File: src/rtl/gpe_pkg.sv
`timescale 1ns / 1ps
`default_nettype none
// ----------------------------------------------------------------------------
// gpe_pkg
// shared types and constants of the gpio port block with edge interrupts
// ----------------------------------------------------------------------------
package gpe_pkg;

    localparam int DATA_W         = 32;
    localparam int SEL_W          = 4;
    localparam int PORT_IDX_W     = 3;
    localparam int NUM_PORTS_DEF  = 5;
    localparam int PORT_WIDTH_DEF = 32;
    localparam int IRQ_SLOTS      = 2;

    localparam int S_TDATA_W = 72;
    localparam int S_TUSER_W = 2;
    localparam int M_TDATA_W = 72;
    localparam int M_TUSER_W = 1;

    localparam logic [PORT_IDX_W-1:0] PORT_IRQ_A = 3'd0;
    localparam logic [PORT_IDX_W-1:0] PORT_IRQ_B = 3'd2;

    typedef enum logic [1:0] {
        CMD_READ   = 2'd0,
        CMD_WRITE  = 2'd1,
        CMD_SAMPLE = 2'd2,
        CMD_NOP    = 2'd3
    } cmd_t;

    typedef enum logic [SEL_W-1:0] {
        SEL_DIR       = 4'd0,
        SEL_PIN       = 4'd1,
        SEL_SET       = 4'd2,
        SEL_CLEAR     = 4'd3,
        SEL_RISE_EN   = 4'd4,
        SEL_FALL_EN   = 4'd5,
        SEL_RISE_STAT = 4'd6,
        SEL_FALL_STAT = 4'd7,
        SEL_INT_CLEAR = 4'd8,
        SEL_OVERALL   = 4'd9
    } reg_sel_t;

    typedef struct packed {
        cmd_t                    cmd;
        reg_sel_t                reg_select;
        logic [PORT_IDX_W-1:0]   port;
        logic [DATA_W-1:0]       write_data;
        logic [DATA_W-1:0]       pin_levels;
    } item_t;

    typedef struct packed {
        logic [DATA_W-1:0] read_data;
        logic              irq;
        logic [DATA_W-1:0] drive_levels;
        logic              access_error;
    } result_t;

endpackage

`default_nettype wire

File: src/rtl/gpe_core.sv
`timescale 1ns / 1ps
`default_nettype none
// ----------------------------------------------------------------------------
// gpe_core
// port register file, edge detection and result logic for one transaction
// ----------------------------------------------------------------------------
module gpe_core #(
    parameter int NUM_PORTS  = gpe_pkg::NUM_PORTS_DEF,
    parameter int PORT_WIDTH = gpe_pkg::PORT_WIDTH_DEF
) (
    input  wire logic            clk,
    input  wire logic            rst_n,
    input  wire logic            en,
    input  wire gpe_pkg::item_t  item,
    output gpe_pkg::result_t     result
);
    import gpe_pkg::*;

    localparam int PIDX_W = (NUM_PORTS > 1) ? $clog2(NUM_PORTS) : 1;

    typedef logic [PORT_WIDTH-1:0] pins_t;

    pins_t dir_reg       [NUM_PORTS];
    pins_t dir_next      [NUM_PORTS];
    pins_t latch_reg     [NUM_PORTS];
    pins_t latch_next    [NUM_PORTS];
    pins_t prev_reg      [NUM_PORTS];
    pins_t prev_next     [NUM_PORTS];
    pins_t rise_en_reg   [IRQ_SLOTS];
    pins_t rise_en_next  [IRQ_SLOTS];
    pins_t fall_en_reg   [IRQ_SLOTS];
    pins_t fall_en_next  [IRQ_SLOTS];
    pins_t rise_stat_reg [IRQ_SLOTS];
    pins_t rise_stat_next[IRQ_SLOTS];
    pins_t fall_stat_reg [IRQ_SLOTS];
    pins_t fall_stat_next[IRQ_SLOTS];

    logic              valid;
    logic              bus;
    logic              is_read;
    logic              is_int_sel;
    logic              slot_ok;
    logic              slot;
    logic [PIDX_W-1:0] p;
    pins_t             wd;
    pins_t             lv;
    pins_t             rd;
    pins_t             overall;
    pins_t             drive;
    logic              err;
    logic              irq;

    assign valid      = {1'b0, item.port} < (PORT_IDX_W + 1)'(NUM_PORTS);
    assign p          = valid ? item.port[PIDX_W-1:0] : '0;
    assign bus        = (item.cmd == CMD_READ) || (item.cmd == CMD_WRITE);
    assign is_read    = (item.cmd == CMD_READ);
    assign is_int_sel = (item.reg_select >= SEL_RISE_EN) && (item.reg_select <= SEL_INT_CLEAR);
    assign slot_ok    = valid && ((item.port == PORT_IRQ_A) || (item.port == PORT_IRQ_B));
    assign slot       = (item.port == PORT_IRQ_B);
    assign wd         = item.write_data[PORT_WIDTH-1:0];
    assign lv         = item.pin_levels[PORT_WIDTH-1:0];

    always_comb
    begin
        overall    = '0;
        overall[0] = |(rise_stat_reg[0] | fall_stat_reg[0]);
        overall[2] = |(rise_stat_reg[1] | fall_stat_reg[1]);
    end

    // next state and read data of the transaction
    always_comb
    begin
        dir_next       = dir_reg;
        latch_next     = latch_reg;
        prev_next      = prev_reg;
        rise_en_next   = rise_en_reg;
        fall_en_next   = fall_en_reg;
        rise_stat_next = rise_stat_reg;
        fall_stat_next = fall_stat_reg;
        rd             = '0;
        err            = 1'b0;

        if (bus && valid && is_int_sel && !slot_ok)
        begin
            err = 1'b1;
        end
        else if (bus && valid)
        begin
            unique case (item.reg_select)
                SEL_DIR:
                begin
                    if (is_read) rd = dir_reg[p];
                    else dir_next[p] = wd;
                end
                SEL_PIN:
                begin
                    if (is_read) rd = (prev_reg[p] & ~dir_reg[p]) | (latch_reg[p] & dir_reg[p]);
                    else latch_next[p] = wd;
                end
                SEL_SET:
                begin
                    if (is_read) rd = latch_reg[p];
                    else latch_next[p] = latch_reg[p] | wd;
                end
                SEL_CLEAR:
                begin
                    if (!is_read) latch_next[p] = latch_reg[p] & ~wd;
                end
                SEL_RISE_EN:
                begin
                    if (is_read) rd = rise_en_reg[slot];
                    else rise_en_next[slot] = wd;
                end
                SEL_FALL_EN:
                begin
                    if (is_read) rd = fall_en_reg[slot];
                    else fall_en_next[slot] = wd;
                end
                SEL_RISE_STAT:
                begin
                    if (is_read) rd = rise_stat_reg[slot];
                end
                SEL_FALL_STAT:
                begin
                    if (is_read) rd = fall_stat_reg[slot];
                end
                SEL_INT_CLEAR:
                begin
                    if (!is_read)
                    begin
                        rise_stat_next[slot] = rise_stat_reg[slot] & ~wd;
                        fall_stat_next[slot] = fall_stat_reg[slot] & ~wd;
                    end
                end
                SEL_OVERALL:
                begin
                    if (is_read) rd = overall;
                end
                default:
                begin
                    rd = '0;
                end
            endcase
        end
        else if (bus && (item.reg_select == SEL_OVERALL))
        begin
            // overall status ignores the port field
            if (is_read) rd = overall;
        end
        else if (valid && (item.cmd == CMD_SAMPLE))
        begin
            if (slot_ok)
            begin
                rise_stat_next[slot] = rise_stat_reg[slot] |
                                       (lv & ~prev_reg[p] & rise_en_reg[slot]);
                fall_stat_next[slot] = fall_stat_reg[slot] |
                                       (~lv & prev_reg[p] & fall_en_reg[slot]);
            end
            prev_next[p] = lv;
        end
    end

    assign drive = valid ? (latch_next[p] & dir_next[p]) : '0;
    assign irq   = |(rise_stat_next[0] | fall_stat_next[0] |
                     rise_stat_next[1] | fall_stat_next[1]);

    assign result.read_data    = DATA_W'(rd);
    assign result.irq          = irq;
    assign result.drive_levels = DATA_W'(drive);
    assign result.access_error = err;

    always_ff @(posedge clk or negedge rst_n)
    begin
        if (!rst_n)
        begin
            for (int i = 0; i < NUM_PORTS; i++)
            begin
                dir_reg[i]   <= '0;
                latch_reg[i] <= '0;
                prev_reg[i]  <= '0;
            end
            for (int i = 0; i < IRQ_SLOTS; i++)
            begin
                rise_en_reg[i]   <= '0;
                fall_en_reg[i]   <= '0;
                rise_stat_reg[i] <= '0;
                fall_stat_reg[i] <= '0;
            end
        end
        else if (en)
        begin
            dir_reg       <= dir_next;
            latch_reg     <= latch_next;
            prev_reg      <= prev_next;
            rise_en_reg   <= rise_en_next;
            fall_en_reg   <= fall_en_next;
            rise_stat_reg <= rise_stat_next;
            fall_stat_reg <= fall_stat_next;
        end
    end

endmodule

`default_nettype wire

File: src/rtl/gpio_port_edge_interrupt.sv
`timescale 1ns / 1ps
`default_nettype none
// ----------------------------------------------------------------------------
// gpio_port_edge_interrupt
// gpio ports with direction, output latch and edge interrupts on ports 0 and 2
// ----------------------------------------------------------------------------
// One transaction (bus read, bus write or pin sample) enters per clock and
// gives one result: it is held in the input register, where the register
// file is read and updated, and then in the result register. Throughput is
// one transaction per clock while the result side takes results; while a
// finished result waits, the input register takes one further transaction
// and the input then stalls until the result is taken.
// irq in each result reflects status after that transaction; access_error
// flags interrupt registers addressed on an in-range port without interrupts.
module gpio_port_edge_interrupt #(
    parameter int NUM_PORTS  = gpe_pkg::NUM_PORTS_DEF,
    parameter int PORT_WIDTH = gpe_pkg::PORT_WIDTH_DEF
) (
    input  wire logic                          clk,
    input  wire logic                          rst_n,
    input  wire logic                          s_axis_tvalid,
    output logic                               s_axis_tready,
    // reg_select[3:0], port[6:4], write_data[38:7], pin_levels[70:39]
    input  wire logic [gpe_pkg::S_TDATA_W-1:0] s_axis_tdata,
    // cmd[1:0]
    input  wire logic [gpe_pkg::S_TUSER_W-1:0] s_axis_tuser,
    output logic                               m_axis_tvalid,
    input  wire logic                          m_axis_tready,
    // read_data[31:0], irq[32], drive_levels[64:33]
    output logic [gpe_pkg::M_TDATA_W-1:0]      m_axis_tdata,
    // access_error[0]
    output logic [gpe_pkg::M_TUSER_W-1:0]      m_axis_tuser
);
    import gpe_pkg::*;

    logic    in_valid_reg;
    logic    in_valid_next;
    item_t   in_item_reg;
    item_t   in_item;
    logic    out_valid_reg;
    logic    out_valid_next;
    result_t out_result_reg;
    result_t result;
    logic    advance;
    logic    s_fire;

    assign in_item.cmd        = cmd_t'(s_axis_tuser);
    assign in_item.reg_select = reg_sel_t'(s_axis_tdata[3:0]);
    assign in_item.port       = s_axis_tdata[6:4];
    assign in_item.write_data = s_axis_tdata[38:7];
    assign in_item.pin_levels = s_axis_tdata[70:39];

    assign advance        = in_valid_reg && (!out_valid_reg || m_axis_tready);
    assign s_axis_tready  = !in_valid_reg || advance;
    assign s_fire         = s_axis_tvalid && s_axis_tready;
    assign in_valid_next  = s_fire || (in_valid_reg && !advance);
    assign out_valid_next = advance || (out_valid_reg && !m_axis_tready);

    gpe_core #(
        .NUM_PORTS  (NUM_PORTS),
        .PORT_WIDTH (PORT_WIDTH)
    ) u_core (
        .clk    (clk),
        .rst_n  (rst_n),
        .en     (advance),
        .item   (in_item_reg),
        .result (result)
    );

    always_ff @(posedge clk or negedge rst_n)
    begin
        if (!rst_n)
        begin
            in_valid_reg  <= 1'b0;
            out_valid_reg <= 1'b0;
        end
        else
        begin
            in_valid_reg  <= in_valid_next;
            out_valid_reg <= out_valid_next;
        end
    end

    // payload registers
    always_ff @(posedge clk)
    begin
        if (s_fire)
        begin
            in_item_reg <= in_item;
        end
        if (advance)
        begin
            out_result_reg <= result;
        end
    end

    assign m_axis_tvalid = out_valid_reg;
    assign m_axis_tdata  = M_TDATA_W'({out_result_reg.drive_levels,
                                       out_result_reg.irq,
                                       out_result_reg.read_data});
    assign m_axis_tuser  = out_result_reg.access_error;

    a_err_no_data: assert property (@(posedge clk) disable iff (!rst_n)
        m_axis_tvalid && m_axis_tuser[0] |-> m_axis_tdata[31:0] == '0)
        else $error("access error with non-zero read data");

    a_ready_skid: assert property (@(posedge clk) disable iff (!rst_n)
        !s_axis_tready |-> in_valid_reg && out_valid_reg)
        else $error("input stalled without a held transaction");

    a_advance_out: assert property (@(posedge clk) disable iff (!rst_n)
        advance |=> m_axis_tvalid)
        else $error("processed transaction lost before result register");

    a_hold_in: assert property (@(posedge clk) disable iff (!rst_n)
        in_valid_reg && !advance |=> in_valid_reg && $stable(in_item_reg))
        else $error("held transaction changed while stalled");

endmodule

`default_nettype wire

File: config.mk
export PLATFORM = sky130hd
export DESIGN_NAME = gpio_port_edge_interrupt
export DESIGN_NICKNAME = d
export VERILOG_FILES = /design/src/rtl/gpe_pkg.sv /design/src/rtl/gpe_core.sv /design/src/rtl/gpio_port_edge_interrupt.sv
export SDC_FILE = /design/constraint.sdc
export NUM_CORES = 2
export LEC_CHECK = 0
export BUFFER_PORTS_ARGS = -buffer_cell sky130_fd_sc_hd__buf_2
export CAP_MARGIN = 10
export CORE_MARGIN = 2
export CORE_UTILIZATION = 55
export CTS_BUF_LIST = sky130_fd_sc_hd__clkbuf_4 sky130_fd_sc_hd__clkbuf_8
export DETAILED_ROUTE_END_ITERATION = 6
export PLACE_DENSITY = 0.73
export SLEW_MARGIN = 20
export SYNTH_ARGS = -nofsm -noshare
export SYNTH_HDL_FRONTEND = slang
export SYNTH_SLANG_ARGS = --single-unit
File: constraint.sdc
create_clock -name clk -period 4.35 [get_ports clk]
set_input_delay 0.6525 -clock clk [delete_from_list [all_inputs] [get_ports clk]]
set_output_delay 0.6525 -clock clk [all_outputs]
set_load 0.02 [all_outputs]
* Word level (Yosys, flattened, before mapping)
Cells that the tools add are included.
Storage, ports and cells: bits in registers 877, logic and storage cells 194, output and inout bits 75, input port bits 78
Operators by class: bitwise operators 29, equality and inequality tests 12, mux-type cells 79, order comparisons 7, reductions and logical operators 33
Operator list (number):
- 160-bit 2-to-1 mux | 9
- 32-bit 2-to-1 mux | 33
- 64-bit 2-to-1 mux | 14
- 160-bit bitwise mux | 5
- 32-bit binary-select mux with 3-bit select | 5
- 160-bit one-hot mux with 3 select lines | 1
- 64-bit bitwise mux | 6
- 32-bit bitwise AND | 10
- 32-bit OR | 9
- 32-bit one-hot mux with 8 select lines | 1
- 32-bit NOT | 4
- 32-bit demux with 3-bit select | 1
- 32-bit OR reduction | 3
- 32-bit demux with 1-bit select | 1
- 4-bit by 3-bit equality test with 1-bit output (second input constant) | 4
- 5-bit AND reduction | 3
- 1-bit logical AND | 13
- 4-bit by 2-bit equality test with 1-bit output (second input constant) | 2
- 4-bit equality test (second input constant) | 2
- 1-bit logical OR | 6
- 3-bit 2-to-1 mux | 2
- 1-bit logical NOT | 5
- 4-bit by 1-bit equality test with 1-bit output (second input constant) | 1
- 4-bit by 3-bit greater-or-equal comparator with 1-bit output (second input constant) | 1
- 16 further kinds | 19

* Longest topological paths before layout
depth after elaboration 20, mapped depth 15, depth with buffers taken out 8

* Modules after synthesis
Synthesis repeated with hierarchy kept, for this count alone.
Unflattened totals: cells, all modules 5112, area, all modules 48682.9 um2
Modules (own cells, without submodules):
- gpe_core | cells an instance 4957, seq. area each 18417.7 um2, area an instance 44348.8 um2, times used 1
- gpio_port_edge_interrupt | cells an instance 155, seq. area each 4224.1 um2, area an instance 4334.2 um2, times used 1

* Worst setup path after synthesis
No wires, ideal clock.
kind input-to-reg, start point input port m_axis_tready, end point register out_result_reg (netlist bit m_axis_tdata[0]) (enable), library setup time 0.456 ns, arrival 3.561 ns, path buffers 3, data required time 3.894 ns, stages on the path 6, slack 0.333 ns, cells stage by stage nand2b_1 nand2_1 inv_1 clkbuf_1 clkbuf_1 clkbuf_1
On the way: cells in the longest elaborated chain, start to end 2
RTL lines:
- start: declaration | RTL line gpio_port_edge_interrupt.sv:28 | input wire logic m_axis_tready,
- 1-bit logical OR | RTL line gpio_port_edge_interrupt.sv:53 | assign advance = in_valid_reg && (!out_valid_reg || m_axis_tready);
- 1-bit logical AND | RTL line gpio_port_edge_interrupt.sv:53
- via advance | RTL line gpio_port_edge_interrupt.sv:44 | logic advance;
- end signal: assignment | RTL line gpio_port_edge_interrupt.sv:93 | out_result_reg <= result;
- end: declaration | RTL line gpio_port_edge_interrupt.sv:42 | result_t out_result_reg;
The timed path passes the listed nets, and every way through them passes these cells. A chain may end at the register's enable or synchronous reset.

* Worst setup path in the final report
start point register in_item_reg[66] (netlist bit), end point register out_result_reg (netlist bit m_axis_tdata[32]) (data pin)
On the way: cells in the longest elaborated chain, start to end 20, elaborated cells on any way between the ends 64, those cells by class order compare: 3; eq/ne: 1; mux: 36; bitwise: 14; reduce/logical: 10
RTL lines:
- start: declaration | RTL line gpio_port_edge_interrupt.sv:38 | item_t in_item_reg;
- start signal: assignment | RTL line gpio_port_edge_interrupt.sv:89 | in_item_reg <= in_item;
- 3-bit less-than comparator | RTL line gpe_core.sv:53 | assign valid = {1'b0, item.port} < (PORT_IDX_W + 1)'(NUM_PORTS);
- 3-bit 2-to-1 mux | RTL line gpe_core.sv:54 | assign p = valid ? item.port[PIDX_W-1:0] : '0;
- 3-bit NOT with 4-bit output (not written as such) | RTL line gpe_core.sv:155, gpe_core.sv:157
- 32-bit binary-select mux with 3-bit select | RTL line gpe_core.sv:155, gpe_core.sv:157
- 32-bit 2-to-1 mux (not written as such) (2 in a row) | RTL line gpe_core.sv:155, gpe_core.sv:157
- 32-bit NOT | RTL line gpe_core.sv:155 | (lv & ~prev_reg[p] & rise_en_reg[slot]);
- 32-bit bitwise AND (2 in a row) | RTL line gpe_core.sv:155
- 32-bit OR | RTL line gpe_core.sv:154 | rise_stat_next[slot] = rise_stat_reg[slot] |
- [... 2 more ...]
- 64-bit 2-to-1 mux | RTL line gpe_core.sv:150 | else if (valid && (item.cmd == CMD_SAMPLE))
- 64-bit 2-to-1 mux | RTL line gpe_core.sv:145 | else if (bus && (item.reg_select == SEL_OVERALL))
- 64-bit 2-to-1 mux | RTL line gpe_core.sv:87 | else if (bus && valid)
- 64-bit 2-to-1 mux | RTL line gpe_core.sv:83 | if (bus && valid && is_int_sel && !slot_ok)
- 32-bit OR (2 in a row) | RTL line gpe_core.sv:164 | assign irq = |(rise_stat_next[0] | fall_stat_next[0] |
- 32-bit OR * | RTL line gpe_core.sv:165 | rise_stat_next[1] | fall_stat_next[1]);
- 32-bit OR reduction * | RTL line gpe_core.sv:164
- via u_core.irq | RTL line gpe_core.sv:51 | logic irq;
Mark *: on every way through the listed nets, which the timed path passes. The rest lies on a longest branch. The select of a mux whose other input is x is not followed.

==> flow_summary_export.csv <==
group,metric,value,unit
worst_setup_path,cp_data_required_time,4.96,ns
sta,setup_tns,0,ns
clock_network,h-tree-depth,4,
pwr,p_switching,6.25,mW
sta,skew,0.0456,ns
sta,min_period,4.26,ns
floorplan,die_h,296,um
yosys,yosysSeqAreaShare,48.3,%
clock_network,clk_latency,0.87,ns
pwr,p_int,14.3,mW
clock_network,cts_buffers,151,
floorplan,start_util,55.2,%
sta,slew_headroom,26.9,%
worst_setup_path,slowest_stage,"or4_1",
sta,fmax,235,MHz
clock_network,clockBufferDepth,3,
global_route,grt_max_degree,104,
floorplan,die_w,296,um
placed_design,numPortBuffers,144,
placed_design,gp_congestion,1.11,
routing,ant_nets,0,
routing,drt-initial-drc-count,7037,
routing,vias,45400,
worst_setup_path,endpoint_kind,"flop",
pwr,power_frac_comb,15.9,%
placed_design,dpl-instance-area,50900,um2
pwr,p_total,20.5,mW
sta,tightest_slew,1.08,ns
floorplan,num_rows,107,
layout,mostFrequentLayoutCell,"nand2_1",
floorplan,dieArea,87600,um2
global_route,grt_pass1_vias,42100,
layout,final_cell_area,54800,um2
run_status,status,"finished with violations",
clock_network,cts.clk_slew.worst_paths,0.07,ns
worst_setup_path,worstPathArrival,4.87,ns
yosys,ys_ff_latch,877,
routing,routed_via_density,6.93,
layout,nets,5344,
global_route,grt_use_total,47.3,%
global_route,grt_antenna_before_repair,12,
yosys,synth_flop_cell,"dfrtp_1",
pwr,p_per_area,374,nW/um2
worst_setup_path,cp_max_fo,16,
clock_network,cts.sink_count,877,
worst_setup_path,start_kind,"flop",
pwr,power_frac_seq,45.7,%
yosys,synth_edf_count,139,
layout,drive_gt1_share,22.4,%
worst_setup_path,max_stage_delay,0.54,ns
floorplan,core_area,84900,um2
yosys,syn_area_per_cell,9.49,um2
worst_setup_path,r2r_slack,0.09,ns
pwr,p_leak,23.9,nW
routing,firstDrtPassIters,7,
worst_setup_path,path_common_cell,"buf_4",
sta,post-route-period-util,98.0,%
routing,wl_per_cell,32.0,um
clock_network,cts_setup_buffers,0,
sta,slew_violations,0,
min_path,min_path_type,"in -> reg",
worst_setup_path,path_class,"reg -> reg",
worst_setup_path,crit_chain,"buf_12 > buf_4 > nand2b_2 > o22a_1 > o221ai_2 > buf_4 > nor3_1 > a2111oi_0 > buf_4 > nand4_1 > or4_1 > or4_1",
pwr,vdd_drop_max,0.000418,V
sta,hold_violations,0,
routing,drc,1,
placed_design,dp_cells,6187,
layout,area_growth,16.8,%
placed_design,hpwl,148000,um
layout,final_util,64.5,%
pwr,clockPowerShare,38.3,%
clock_network,tritoncts,"built",
floorplan,pin_count,153,
sta,setup_viol,0,
global_route,grt_pass1_wl,297000,um
yosys,async_reset_ff_share,84.2,%
global_route,grt-ovfl-total,0,
clock_network,cts_root_buf,"clkbuf_8",
yosys,syn-cell-area,46900,um2
layout,mostFrequentLayoutCells,"nand2_1 (866), dfrtp_1 (738), o21ai_0 (526)",
flow_run,cap_violations,0,
run_status,violations,"DRC",
routing,wl,209000,um
sta,rsz0062_at_grt,"false",
pwr,switching_share,30.5,%
layout,instances_no_fill,6543,
yosys,netlist_instances,4943,
yosys,synth_warnings,0,
yosys,ys_types,82,
## per-layer routing
| metal | GRT usage (%) | up-vias | part of all wire, % |
|---|---|---|---|
| met5 | 0 | - | 0.034 |
| met4 | 30.2 | 10 | 7.8 |
| met3 | 15.5 | 873 | 13 |
| met2 | 69.5 | 3552 | 42 |
| met1 | 60.2 | 22100 | 37 |
| li1 | - | 18800 | - |
## power by group through the flow
stage | sequential [mW] | combinational [mW] | clock (mW)
5_1_grt | 9.42 | 3.41 | 8.24
3_3_place_gp | 9.47 | 3.00 | 0
2_1_floorplan | 9.38 | 1.67 | 0
6_report | 9.38 | 3.27 | 7.86
3_5_place_dp | 9.50 | 3.06 | 0
4_1_cts | 9.35 | 3.12 | 7.88
## cells in the mapped netlist (13+ instances only)
library cell  count  area, um2
a41oi_1          14        123
a2bb2oi_1        17        149
nand2_1         879       3300
a22oi_1          46        345
and2_1           18        113
o211ai_1         54        405
clkbuf_1        355       1330
nor2b_1          23        144
mux2_2          330       3720
or2_2            17        106
buf_2            41        205
buf_1            25       93.8
edfxtp_1        139       4170
or3_1            24        150
dfrtp_1         738      18500
nor3_1           51        255
nand4_1          54        338
o22ai_1         116        726
o31a_1           13        114
o22a_1           34        298
mux2i_1         215       2150
a22o_1           61        534
a32oi_1          15        131
nor4_1           45        282
nand3_1          55        275
a21oi_1         220       1100
inv_1            53        199
a2111oi_0        13        114
o21ai_0         527       2640
a221oi_1         52        455
a31oi_1          55        344
nand2b_1         19        119
a21o_1           13       97.6
nor2_1          272       1020
a211oi_1         76        571
o221ai_1         55        482
## worst paths after layout
kind / end / depth (start not counted) / start
min in group asynchronous: u_core.latch_reg[144]$_DFFE_PN0P_ / 2 / rst_n
min: in_item_reg[69]$_DFFE_PP_ / 1 / s_axis_tdata[2]
max in group asynchronous: u_core.fall_stat_reg[12]$_DFFE_PN0P_ / 3 / rst_n
max: m_axis_tdata[32]$_DFFE_PP_ / 12 / in_item_reg[66]$_DFFE_PP_
min reg2reg: u_core.prev_reg[100]$_DFFE_PN0P_ / 2 / u_core.prev_reg[100]$_DFFE_PN0P_
max reg2reg: m_axis_tdata[32]$_DFFE_PP_ / 12 / in_item_reg[66]$_DFFE_PP_
## critical path: cells and delay by family (launching register included)
family | cells | cell delay (ns)
AO/OA/AOI/OAI | 3 | 1.09
buffers and inverters | 4 | 0.85
flip-flops | 1 | 0.42
AND/OR/NAND/NOR | 5 | 1.66
## logic make-up (layout without fill, tap and decap cells)
logic type,Yosys count,in the layout,synth area share [%]
DFF,877,877,48.3
other,1,17,0.00800
and+or+nand+nor,1536,1536,14.4
AOI/OAI and AO/OA,1490,1490,20.4
buffers and inverters,492,932,4.20
muxes,547,547,12.6
## metrics by stage
| stage | setup slack, ns | hold slack, ns |
|---|---|---|
| final | 0.0864 | 0.0705 |
| after CTS | 0.00282 | 0.0192 |
| after global routing | 0.00171 | 0.0419 |
| after floorplan | 0.333 | 0.357 |
| after detailed placement | -0.00457 | 0.462 |
| after global placement | -0.00613 | 0.455 |
## final cells by class
cell class,instances,area (um2)
Sequential cell,877,22600
Multi-Input combinational cell,3580,22600
Fill cell,6921,30100
Clock inverter,51,349
Inverter,56,213
Antenna cell,10,25.0
Clock buffer,225,2750
Timing Repair Buffer,600,4800
Tap cell,1144,1430
## timing repair
| item | CTS | global route |
|---|---|---|
| setup endpoints to repair | 0 | 1 |
| hold buffers | 70 | 0 |
| resized for setup | 0 | 1 |
| endpoints found under the hold margin | 143 | 0 |
(Power assumes the default switching activity.)
